==> config.mk <==
export PLATFORM = sky130hd
export DESIGN_NAME = pid_position_drive
export DESIGN_NICKNAME = d
export VERILOG_FILES = /design/src/hdl/pdrv_pkg.sv /design/src/hdl/pdrv_drive_stage.sv /design/src/hdl/pid_position_drive.sv
export SDC_FILE = /design/constraint.sdc
export NUM_CORES = 2
export LEC_CHECK = 0
export BUFFER_PORTS_ARGS = -buffer_cell sky130_fd_sc_hd__buf_2
export CORE_UTILIZATION = 65
export DETAILED_ROUTE_END_ITERATION = 6
export GPL_TIMING_DRIVEN = 0
export MAX_ROUTING_LAYER = met4
export PLACE_DENSITY_LB_ADDON = 0.3
export SYNTH_ARGS = -nofsm -noshare
export SYNTH_HDL_FRONTEND = slang
export SYNTH_SLANG_ARGS = --single-unit
==> constraint.sdc <==
create_clock -name clk -period 19.45 [get_ports clk]
set_clock_uncertainty 0.1 [all_clocks]
set_input_delay 0.9725 -clock clk [delete_from_list [all_inputs] [get_ports clk]]
set_output_delay 0.9725 -clock clk [all_outputs]
set_load 0.05 [all_outputs]
==> src/hdl/pdrv_pkg.sv <==
// ----------------------------------------------------------------------------
// pdrv_pkg
// Constants and the shared divide-by-1023 helper of the position drive.
// ----------------------------------------------------------------------------
package pdrv_pkg;

  localparam logic [7:0]  TargetReset = 8'd60;
  localparam logic [7:0]  AngleSpan   = 8'd240;
  localparam logic [8:0]  PropScale   = 9'd500;
  localparam logic [3:0]  DerivScale  = 4'd10;
  localparam logic [11:0] DriveMax    = 12'd4095;
  // Smallest magnitude whose quotient by 1023 reaches the drive limit.
  localparam logic [28:0] DriveSatMag = 29'(4095 * 1023);

  localparam int NumW = 30;

  // floor(m / 1023) for m below 4096*1023. Uses 1023*q + r = 1024*q + r - q
  // twice, then one final correction.
  function automatic logic [12:0] div1023(input logic [22:0] m);
    logic [12:0] q0;
    logic [12:0] m1;
    logic [2:0]  q1;
    logic [10:0] r1;
    logic        c;
    q0 = m[22:10];
    m1 = {3'b000, m[9:0]} + q0;
    q1 = m1[12:10];
    r1 = {1'b0, m1[9:0]} + {8'd0, q1};
    c  = (r1 >= 11'd1023);
    return q0 + {10'd0, q1} + {12'd0, c};
  endfunction

endpackage

==> src/hdl/pdrv_drive_stage.sv <==
// ----------------------------------------------------------------------------
// pdrv_drive_stage
// Scales the PID sum by 1/1023 toward zero, clamps and splits into DAC levels.
// ----------------------------------------------------------------------------
module pdrv_drive_stage
  import pdrv_pkg::*;
(
  input  logic signed [NumW-1:0] num,
  output logic signed [12:0]     drive,
  output logic        [11:0]     forward_level,
  output logic        [11:0]     reverse_level
);

  logic              neg;
  logic [NumW-2:0]   mag;
  logic [NumW-1:0]   neg_num;
  logic [12:0]       quot;
  logic [11:0]       qmag;

  always_comb begin
    neg     = num[NumW-1];
    neg_num = -num;
    mag     = neg ? neg_num[NumW-2:0] : num[NumW-2:0];
    quot    = div1023(mag[22:0]);
    // Anything at or past the limit saturates before the quotient is needed.
    if (mag >= DriveSatMag) begin
      qmag = DriveMax;
    end else begin
      qmag = quot[11:0];
    end
    drive         = neg ? -$signed({1'b0, qmag}) : $signed({1'b0, qmag});
    forward_level = (!neg) ? qmag : 12'd0;
    reverse_level = neg ? qmag : 12'd0;
  end

endmodule

==> src/hdl/pid_position_drive.sv <==
// ----------------------------------------------------------------------------
// pid_position_drive
// Discrete PID position controller producing a clamped drive per sample beat.
// ----------------------------------------------------------------------------
// Usage:
//   The input channel carries one control tick per beat: the angle sample
//   and the three gain samples. The output channel returns one beat per
//   input beat, in order: the signed drive, the forward and reverse DAC
//   levels, and the measured angle in degrees.
//   cfg_wr_en with cfg_wr_data sets the target angle; write it only while
//   the block is idle.
// Pipeline and throughput:
//   A beat passes through an input register, an error stage, a multiplier
//   stage, a sum stage and the output register. One beat is accepted every
//   cycle while the input is not stalled.
// Reset:
//   Synchronous, active low. The target returns to 60 degrees, the running
//   error sum and the last error clear, and all stages empty.
// Stall:
//   Each stage holds its beat while the one after it is full and stalled;
//   empty stages keep filling, so the input stalls only once every stage
//   holds a beat and out_stall is high.
// ----------------------------------------------------------------------------
module pid_position_drive
  import pdrv_pkg::*;
(
  input  logic               clk,
  input  logic               rst_n,
  input  logic               cfg_wr_en,
  input  logic [7:0]         cfg_wr_data,
  input  logic               in_valid,
  output logic               in_stall,
  input  logic [9:0]         in_angle_sample,
  input  logic [9:0]         in_prop_gain_sample,
  input  logic [9:0]         in_integ_gain_sample,
  input  logic [9:0]         in_deriv_gain_sample,
  output logic               out_valid,
  input  logic               out_stall,
  output logic signed [12:0] out_drive,
  output logic [11:0]        out_forward_level,
  output logic [11:0]        out_reverse_level,
  output logic [7:0]         out_angle_degrees
);

  logic [7:0] target_r;

  // Controller state.
  logic signed [15:0] err_sum_r, err_sum_nxt;
  logic signed [8:0]  prev_err_r;

  // Input register.
  logic       v0_r;
  logic [9:0] samp0_r, kp0_r, ki0_r, kd0_r;

  // Error stage.
  logic               v1_r;
  logic [7:0]         ang1_r;
  logic signed [8:0]  err1_r;
  logic signed [9:0]  dif1_r;
  logic signed [15:0] sum1_r;
  logic [18:0]        kp500_1_r;
  logic [9:0]         ki1_r;
  logic [13:0]        kd10_1_r;

  // Product stage.
  logic               v2_r;
  logic [7:0]         ang2_r;
  logic signed [28:0] pterm2_r;
  logic signed [26:0] iterm2_r;
  logic signed [24:0] dterm2_r;

  // Sum stage.
  logic                  v3_r;
  logic [7:0]            ang3_r;
  logic signed [NumW-1:0] num3_r;

  logic out_valid_r;

  logic free_out, free3, free2, free1, free0;
  logic mv0, mv1, mv2, mv3, accept;

  logic [12:0]        ang_q;
  logic [17:0]        ang_prod;
  logic [7:0]         ang0;
  logic signed [8:0]  err0;
  logic signed [16:0] sum_ext;

  logic signed [12:0] drive_c;
  logic [11:0]        fwd_c, rev_c;

  // Handshake: a stage may take a beat when empty or when its beat moves on.
  always_comb begin
    free_out = !out_valid_r || !out_stall;
    mv3      = v3_r && free_out;
    free3    = !v3_r || mv3;
    mv2      = v2_r && free3;
    free2    = !v2_r || mv2;
    mv1      = v1_r && free2;
    free1    = !v1_r || mv1;
    mv0      = v0_r && free1;
    free0    = !v0_r || mv0;
    accept   = in_valid && free0;
  end

  assign in_stall = !free0;

  // Angle scaling and error.
  always_comb begin
    ang_prod = 18'(samp0_r) * 18'(AngleSpan);
    ang_q    = div1023({5'd0, ang_prod});
    ang0     = ang_q[7:0];
    err0     = $signed({1'b0, ang0}) - $signed({1'b0, target_r});
    sum_ext  = 17'(err_sum_r) + 17'(err0);
    if (sum_ext > 17'sd32767) begin
      err_sum_nxt = 16'sh7fff;
    end else if (sum_ext < -17'sd32768) begin
      err_sum_nxt = 16'sh8000;
    end else begin
      err_sum_nxt = sum_ext[15:0];
    end
  end

  always_ff @(posedge clk) begin
    if (!rst_n) begin
      target_r    <= TargetReset;
      err_sum_r   <= '0;
      prev_err_r  <= '0;
      v0_r        <= 1'b0;
      v1_r        <= 1'b0;
      v2_r        <= 1'b0;
      v3_r        <= 1'b0;
      out_valid_r <= 1'b0;
    end else begin
      if (cfg_wr_en) begin
        target_r <= cfg_wr_data;
      end
      // The state advances exactly once per beat, as it leaves the input stage.
      if (mv0) begin
        err_sum_r  <= err_sum_nxt;
        prev_err_r <= err0;
      end
      if (free0) v0_r <= in_valid;
      if (free1) v1_r <= mv0;
      if (free2) v2_r <= mv1;
      if (free3) v3_r <= mv2;
      if (free_out) out_valid_r <= mv3;
    end
  end

  always_ff @(posedge clk) begin
    if (accept) begin
      samp0_r <= in_angle_sample;
      kp0_r   <= in_prop_gain_sample;
      ki0_r   <= in_integ_gain_sample;
      kd0_r   <= in_deriv_gain_sample;
    end
    if (mv0) begin
      ang1_r    <= ang0;
      err1_r    <= err0;
      dif1_r    <= 10'(err0) - 10'(prev_err_r);
      sum1_r    <= err_sum_r;
      kp500_1_r <= 19'(kp0_r) * 19'(PropScale);
      ki1_r     <= ki0_r;
      kd10_1_r  <= 14'(kd0_r) * 14'(DerivScale);
    end
    if (mv1) begin
      ang2_r   <= ang1_r;
      pterm2_r <= $signed({1'b0, kp500_1_r}) * err1_r;
      iterm2_r <= $signed({1'b0, ki1_r}) * sum1_r;
      dterm2_r <= $signed({1'b0, kd10_1_r}) * dif1_r;
    end
    if (mv2) begin
      ang3_r <= ang2_r;
      num3_r <= NumW'(pterm2_r) + NumW'(iterm2_r) + NumW'(dterm2_r);
    end
    if (mv3) begin
      out_drive         <= drive_c;
      out_forward_level <= fwd_c;
      out_reverse_level <= rev_c;
      out_angle_degrees <= ang3_r;
    end
  end

  pdrv_drive_stage u_drive (
    .num           (num3_r),
    .drive         (drive_c),
    .forward_level (fwd_c),
    .reverse_level (rev_c)
  );

  assign out_valid = out_valid_r;

endmodule

== After elaboration in Yosys (flattened, before gate mapping) ==
Cells that the tools add are included.
Word-level totals
  bits in registers: 333
  input port bits: 53
  output and inout bits: 47
  word-level logic and storage cells: 78
Operators by class
  $add $sub $neg: 15
  multipliers: 6
  order comparisons: 5
  mux-type cells: 5
  reductions and logical operators: 17
Operators with widths (number)
  16-bit two-way mux: 2
  29-bit by 27-bit adder with 30-bit output: 1
  30-bit by 25-bit adder with 30-bit output: 1
  29-bit by 22-bit greater-or-equal comparator with 1-bit output, second input constant: 1
  29-bit two-way mux: 1
  29-bit negator: 1
  11-bit by 16-bit multiplier with 27-bit output: 1
  18-bit by 9-bit multiplier with 27-bit output: 1
  14-bit by 10-bit multiplier with 24-bit output: 1
  12-bit two-way mux: 2
  11-bit by 10-bit greater-or-equal comparator with 1-bit output, second input constant: 2
  16-bit by 9-bit adder with 17-bit output: 1
  17-bit by 16-bit greater-than comparator with 1-bit output, second input constant: 1
  17-bit by 16-bit < comparator with 1-bit output, second input constant: 1
  10-bit by 7-bit multiplier with 17-bit output, second input constant: 1
  8-bit by 1-bit adder with 8-bit output: 2
  10-bit by 4-bit multiplier with 14-bit output, second input constant: 1
  10-bit by 13-bit adder with 13-bit output: 1
  10-bit by 3-bit multiplier with 13-bit output, second input constant: 1
  12-bit negator with 13-bit output: 1
  12-bit by 1-bit adder with 12-bit output: 1
  12-bit by 3-bit adder with 12-bit output: 1
  10-bit by 1-bit adder with 11-bit output: 1
  10-bit by 3-bit adder with 11-bit output: 1
  6 further kinds: 20

== Depth between registers and ports, before layout ==
  depth in word-level cells: 11
  mapped depth: 45
  gate-level depth less buffers: 44

== Modules after synthesis ==
From an unflattened synthesis, not the netlist that was laid out.
Unflattened totals
  cell total of the unflattened synthesis: 3271
  area, all modules: 34478.1 µm²
By module, submodules not included
  pid_position_drive: instances 1, cells an instance 2895, area each 31880.6 µm², sequential area each 9529.1 µm²
  pdrv_drive_stage: instances 1, cells an instance 376, area each 2597.5 µm², sequential area each 0.0 µm²

== Worst setup path before layout ==
No wires, ideal clock.
  path type: register to register
  from: register samp0_r[1]
  to: register err_sum_r[10]
  library setup time: 266 ps
  arrival time: 9994 ps
  required time: 19084 ps
  path slack: 9091 ps
  cell stages (with the launch flop): 41
  buffers on the path: 1
  period minus slack after synthesis: 10359 ps
  cells stage by stage: edfxtp_1 > fa_1 > fa_1 > fa_1 > a21o_1 > a21oi_1 > o21bai_1 > a21oi_1 > o21ai_0 > o311ai_0 > ha_1 > nor2b_1 > o21a_1 > o21ai_0 > nor2_1 > ha_1 > ha_1 > nand4b_1 > [5 not listed] > ha_1 > nor2b_1 > o21ai_0 > a21boi_0 > o21ai_0 > nand2b_1 > a21o_1 > a21oi_1 > ha_1 > and3_1 > a311oi_1 > o211ai_1 > a31o_2 > a21oi_1 > xor2_1 > buf_2 > maj3_1 > a21oi_1
Between the ends
  longest elaborated chain between the ends: 10
  elaborated cells between the ends (all ways): 12
  those cells by class: add/sub (6); mul (1); order compare (3); mux (2)
RTL lines
  from (decl): RTL line pid_position_drive.sv:53  | logic [9:0] samp0_r, kp0_r, ki0_r, kd0_r;
  from (signal assigned): RTL line pid_position_drive.sv:152  | samp0_r <= in_angle_sample;
  10-bit by 4-bit multiplier with 14-bit output (*): RTL line pid_position_drive.sv:109  | ang_prod = 18'(samp0_r) * 18'(AngleSpan);
  10-bit by 8-bit adder with 11-bit output: RTL line pdrv_pkg.sv:26  | m1 = {3'b000, m[9:0]} + q0;
  10-bit by 1-bit adder with 11-bit output: RTL line pdrv_pkg.sv:28  | r1 = {1'b0, m1[9:0]} + {8'd0, q1};
  11-bit by 10-bit greater-or-equal comparator with 1-bit output: RTL line pdrv_pkg.sv:29  | c = (r1 >= 11'd1023);
  8-bit by 1-bit adder with 8-bit output (*): RTL line pdrv_pkg.sv:30  | return q0 + {10'd0, q1} + {12'd0, c};
  via ang_q[2]: RTL line pid_position_drive.sv:82  | logic [12:0] ang_q;
  8-bit by 8-bit subtractor with 9-bit output (*): RTL line pid_position_drive.sv:112  | err0 = $signed({1'b0, ang0}) - $signed({1'b0, target_r});
  via err0[8]: RTL line pid_position_drive.sv:85  | logic signed [8:0] err0;
  16-bit by 9-bit adder with 17-bit output (*): RTL line pid_position_drive.sv:113  | sum_ext = 17'(err_sum_r) + 17'(err0);
  17-bit by 16-bit < comparator with 1-bit output: RTL line pid_position_drive.sv:116  | end else if (sum_ext < -17'sd32768) begin
  16-bit two-way mux: RTL line pid_position_drive.sv:116
  16-bit two-way mux (*): RTL line pid_position_drive.sv:114  | if (sum_ext > 17'sd32767) begin
  to (signal assigned): RTL line pid_position_drive.sv:139  | err_sum_r <= err_sum_nxt;
  to (decl): RTL line pid_position_drive.sv:48  | logic signed [15:0] err_sum_r, err_sum_nxt;
Mark *: on every way through the listed nets, which the timed path passes. The rest lies on a longest branch.
A chain may end at the register's enable or synchronous reset.

== Worst setup path after layout ==
  from: register samp0_r[1]
  to: register err_sum_r[11]
The elaborated chain is that of the path after synthesis.

==> impl_metrics.yaml <==
cts:
  clk_path_buf_depth: 3
  numCtsBuffers: 38
  cts.sinks: 330
  postCtsSetupBuffers: 0
  post_cts_resized: 0
  cts_tree: "built"
  cts_hold_buf: 0
  path_clk_slew_ns: 0.06
  clkLatencyLatePin_ns: 0.60
  cts_max_level: 2
  clockRootBuffer: "clkbuf_16"
timing:
  rsz0062_at_grt: "no"
  report.final.slew_viol_count: 0
  fmax_mhz: 79.22
  fin_ws_ns: 6.827
  timing.final.crit_period_ns: 12.62
  finalSetupTns_ns: 0
  fin_crit_sh: 0.6490
  setup_viol: 0
  slew_headroom: 0.1037
  worst_pin_slew_ns: 1.344
  hold_violations: 0
yosys:
  syn_avg_cell_area_um2: 10.61
  synth.top_cells.by_count: "inv_1, fa_1, ha_1"
  synth_top_area_frac: 0.2566
  synth_area_leaders: "edfxtp_1, fa_1, ha_1, inv_1, and2_1"
  synth_top_area_cell: "edfxtp_1"
  synth_enable_flop_cells: 292
  ys_types: 103
  synth_flop_cell: "edfxtp_1"
  yosysWarnings: 0
  syn_inst: 3220
  synthArstFlopShare: 0
  ys_seq_elements: 330
  synth_area_um2: 34170
  post-synth-top-count-cell: "inv_1"
  synthesis.nets: 4060
  yosysSeqAreaShare: 0.2789
worst_setup_path:
  r2r_setup_slack_ns: 6.83
  end_kind: "flip-flop"
  ff2ff_path_depth: 40
  slowest_delay_ns: 1.03
  timing.rr.end: "err_sum_r[11]"
  required_ns: 19.79
  worstPathArrival_ns: 12.97
  critPathLaunchType: "flip-flop"
  crit_path_max_fanout: 11
  critPathKind: "reg -> reg"
  cpMaxStageDelayCell: "a21oi_1"
  path_common_cell: "ha_1"
  r2r_start: "samp0_r[1]"
grt:
  grt_remaining_overflow: 0
  grt_pass1_vias: 24754
  antenna_found_initial: 1
  grtUsageTotal: 0.2957
  grt_max_degree: 70
  grt_first_pass_wirelength_um: 122000
placed_design:
  dp_slack_ns: 6.965
  port_buffers: 98
  globalplace.congestion: 0.9459
  place_area_um2: 35690
  dp_hpwl_um: 59620
detailed_routing:
  drc: 0
  first_pass_iters: 7
  via_per_inst: 5.809
  ant_nets: 0
  drt_iter0_drc: 1503
  wl_per_cell_um: 18.17
  num_vias: 23665
  drt_wl_total_um: 74030
floorplanning:
  initial_core_util: 0.6621
  row_count: 83
  die_area_um2: 53500
  io-pin-count: 100
  core_area_um2: 51610
  fp.dieH_um: 231.3
  dieWidth_um: 231.3
final_layout:
  nets: 4204
  fillers: 3539
  drive_gt1_frac: 0.06865
  diodes: 0
  syn_to_final_growth_pct: 8.586
  finish.instance_area_um2: 37110
  seq_area_um2: 9529
  multi_input_area_um2: 22500
worst_hold_path:
  min_path_type: "reg -> reg"
  worstHoldStart: "ki0_r[6]"
  min_path_cells: 0
  hold_path_end: "ki1_r[6]"
job:
  drv_cap: 0
status:
  status: "completed"
through the flow:
stage | cells | hold slack [ns] | utilization
2_1_floorplan | 3220 | 0.3003 | -
3_3_place_gp | 3998 | 0.3011 | 0.6881
3_5_place_dp | 4004 | 0.3045 | 0.6914
4_1_cts | 4074 | 0.3175 | 0.7189
5_1_grt | 4074 | 0.3151 | 0.7189
6_report | 4074 | 0.3150 | 0.7189
cells by family after synthesis:
kind of cell / after synthesis / share of synthesized area
AOI/OAI and AO/OA: 462 / 0.09102
xor gates and xnor gates: 184 / 0.04844
adders and majority gates: 802 / 0.3855
buffers and inverters: 574 / 0.06378
DFF: 330 / 0.2789
muxes: 11 / 0.003259
and+or+nand+nor: 857 / 0.1292
per-layer routing:
layer / vias to the layer above / track usage / share of wire
met3: 169 / 0.04331 / 0.060
li1: 10962 / - / -
met2: 775 / 0.5063 / 0.51
met1: 11759 / 0.3597 / 0.40
met4: 0 / 0.09665 / 0.033
met5: - / - / 0
sequential cells by signal, summed over array words and instances (netlist names), 8 cells and up:
register	flops
ki1_r	10
ang1_r	8
ang3_r	8
num3_r	30
kp500_1_r	17
prev_err_r	9
pterm2_r	27
err1_r	9
out_forward_level	12
target_r	8
ang2_r	8
iterm2_r	27
kd0_r	10
out_reverse_level	12
dif1_r	10
samp0_r	10
ki0_r	10
kd10_1_r	13
dterm2_r	24
err_sum_r	16
out_angle_degrees	8
out_drive	13
kp0_r	10
sum1_r	16
cell type report:
class / instances / area share
repair buffers: 104 / 0.01686
well taps: 680 / 0.02293
flip-flops and latches: 330 / 0.2568
plain buffers: 94 / 0.01028
multi-input cells: 2316 / 0.6063
clock inverters: 26 / 0.01150
inverters: 480 / 0.04856
clock buffers: 44 / 0.02677
how the worst max path moves through the flow:
stage	startpoint	endpoint	slack [ns]	depth (start not counted)
after global routing	samp0_r[1]	err_sum_r[10]	5.93	40
after CTS	samp0_r[1]	err_sum_r[11]	6.86	40
after detailed placement	samp0_r[1]	err_sum_r[1]	6.96	40
after global placement	samp0_r[1]	err_sum_r[13]	7.15	40
after floorplan	samp0_r[1]	err_sum_r[10]	9.09	40
final	samp0_r[1]	err_sum_r[11]	6.83	40
critical path: cells and delay by family (launching register included):
family                   cells  cell delay (ns)
AND/OR/NAND/NOR              6             0.88
XOR/XNOR                     3             0.90
flip-flops                   1             0.45
buffers and inverters        1             0.36
adder cells (fa/ha/maj)     11             3.95
AO/OA/AOI/OAI               19             5.79
placed cells by master (no fill, tap or decap), types with 7 or more instances in the layout:
| cell | netlist | layout |
|---|---|---|
| mux2i_1 | 10 | 10 |
| dfxtp_1 | 38 | 38 |
| o2111ai_1 | 8 | 8 |
| o211a_1 | 7 | 7 |
| a31oi_1 | 9 | 9 |
| and2_1 | 217 | 217 |
| or3_1 | 15 | 15 |
| o21ai_0 | 80 | 80 |
| nand3_1 | 28 | 28 |
| nor3_1 | 44 | 44 |
| inv_1 | 479 | 479 |
| nand4_1 | 8 | 8 |
| o21bai_1 | 27 | 27 |
| and3_1 | 13 | 13 |
| a21oi_1 | 142 | 142 |
| maj3_1 | 15 | 15 |
| buf_1 | 8 | 8 |
| nor2_1 | 105 | 105 |
| ha_1 | 364 | 364 |
| bufinv_16 | 0 | 8 |
| xor2_1 | 53 | 53 |
| clkbuf_16 | 0 | 38 |
| xnor2_1 | 126 | 126 |
| a21o_1 | 44 | 44 |
| nor2b_1 | 27 | 24 |
| o211ai_1 | 10 | 10 |
| buf_2 | 5 | 103 |
| or2_2 | 7 | 7 |
| nand2b_1 | 41 | 41 |
| a21boi_0 | 15 | 14 |
| nand2_1 | 305 | 305 |
| clkbuf_1 | 77 | 80 |
| o31ai_1 | 11 | 11 |
| o21a_1 | 29 | 29 |
| edfxtp_1 | 292 | 292 |
| fa_1 | 423 | 423 |
| a211oi_1 | 10 | 10 |
Power is left out: the tool's default activity adds up to more than one toggle a clock period on the data nets, which glitch-free logic cannot reach.
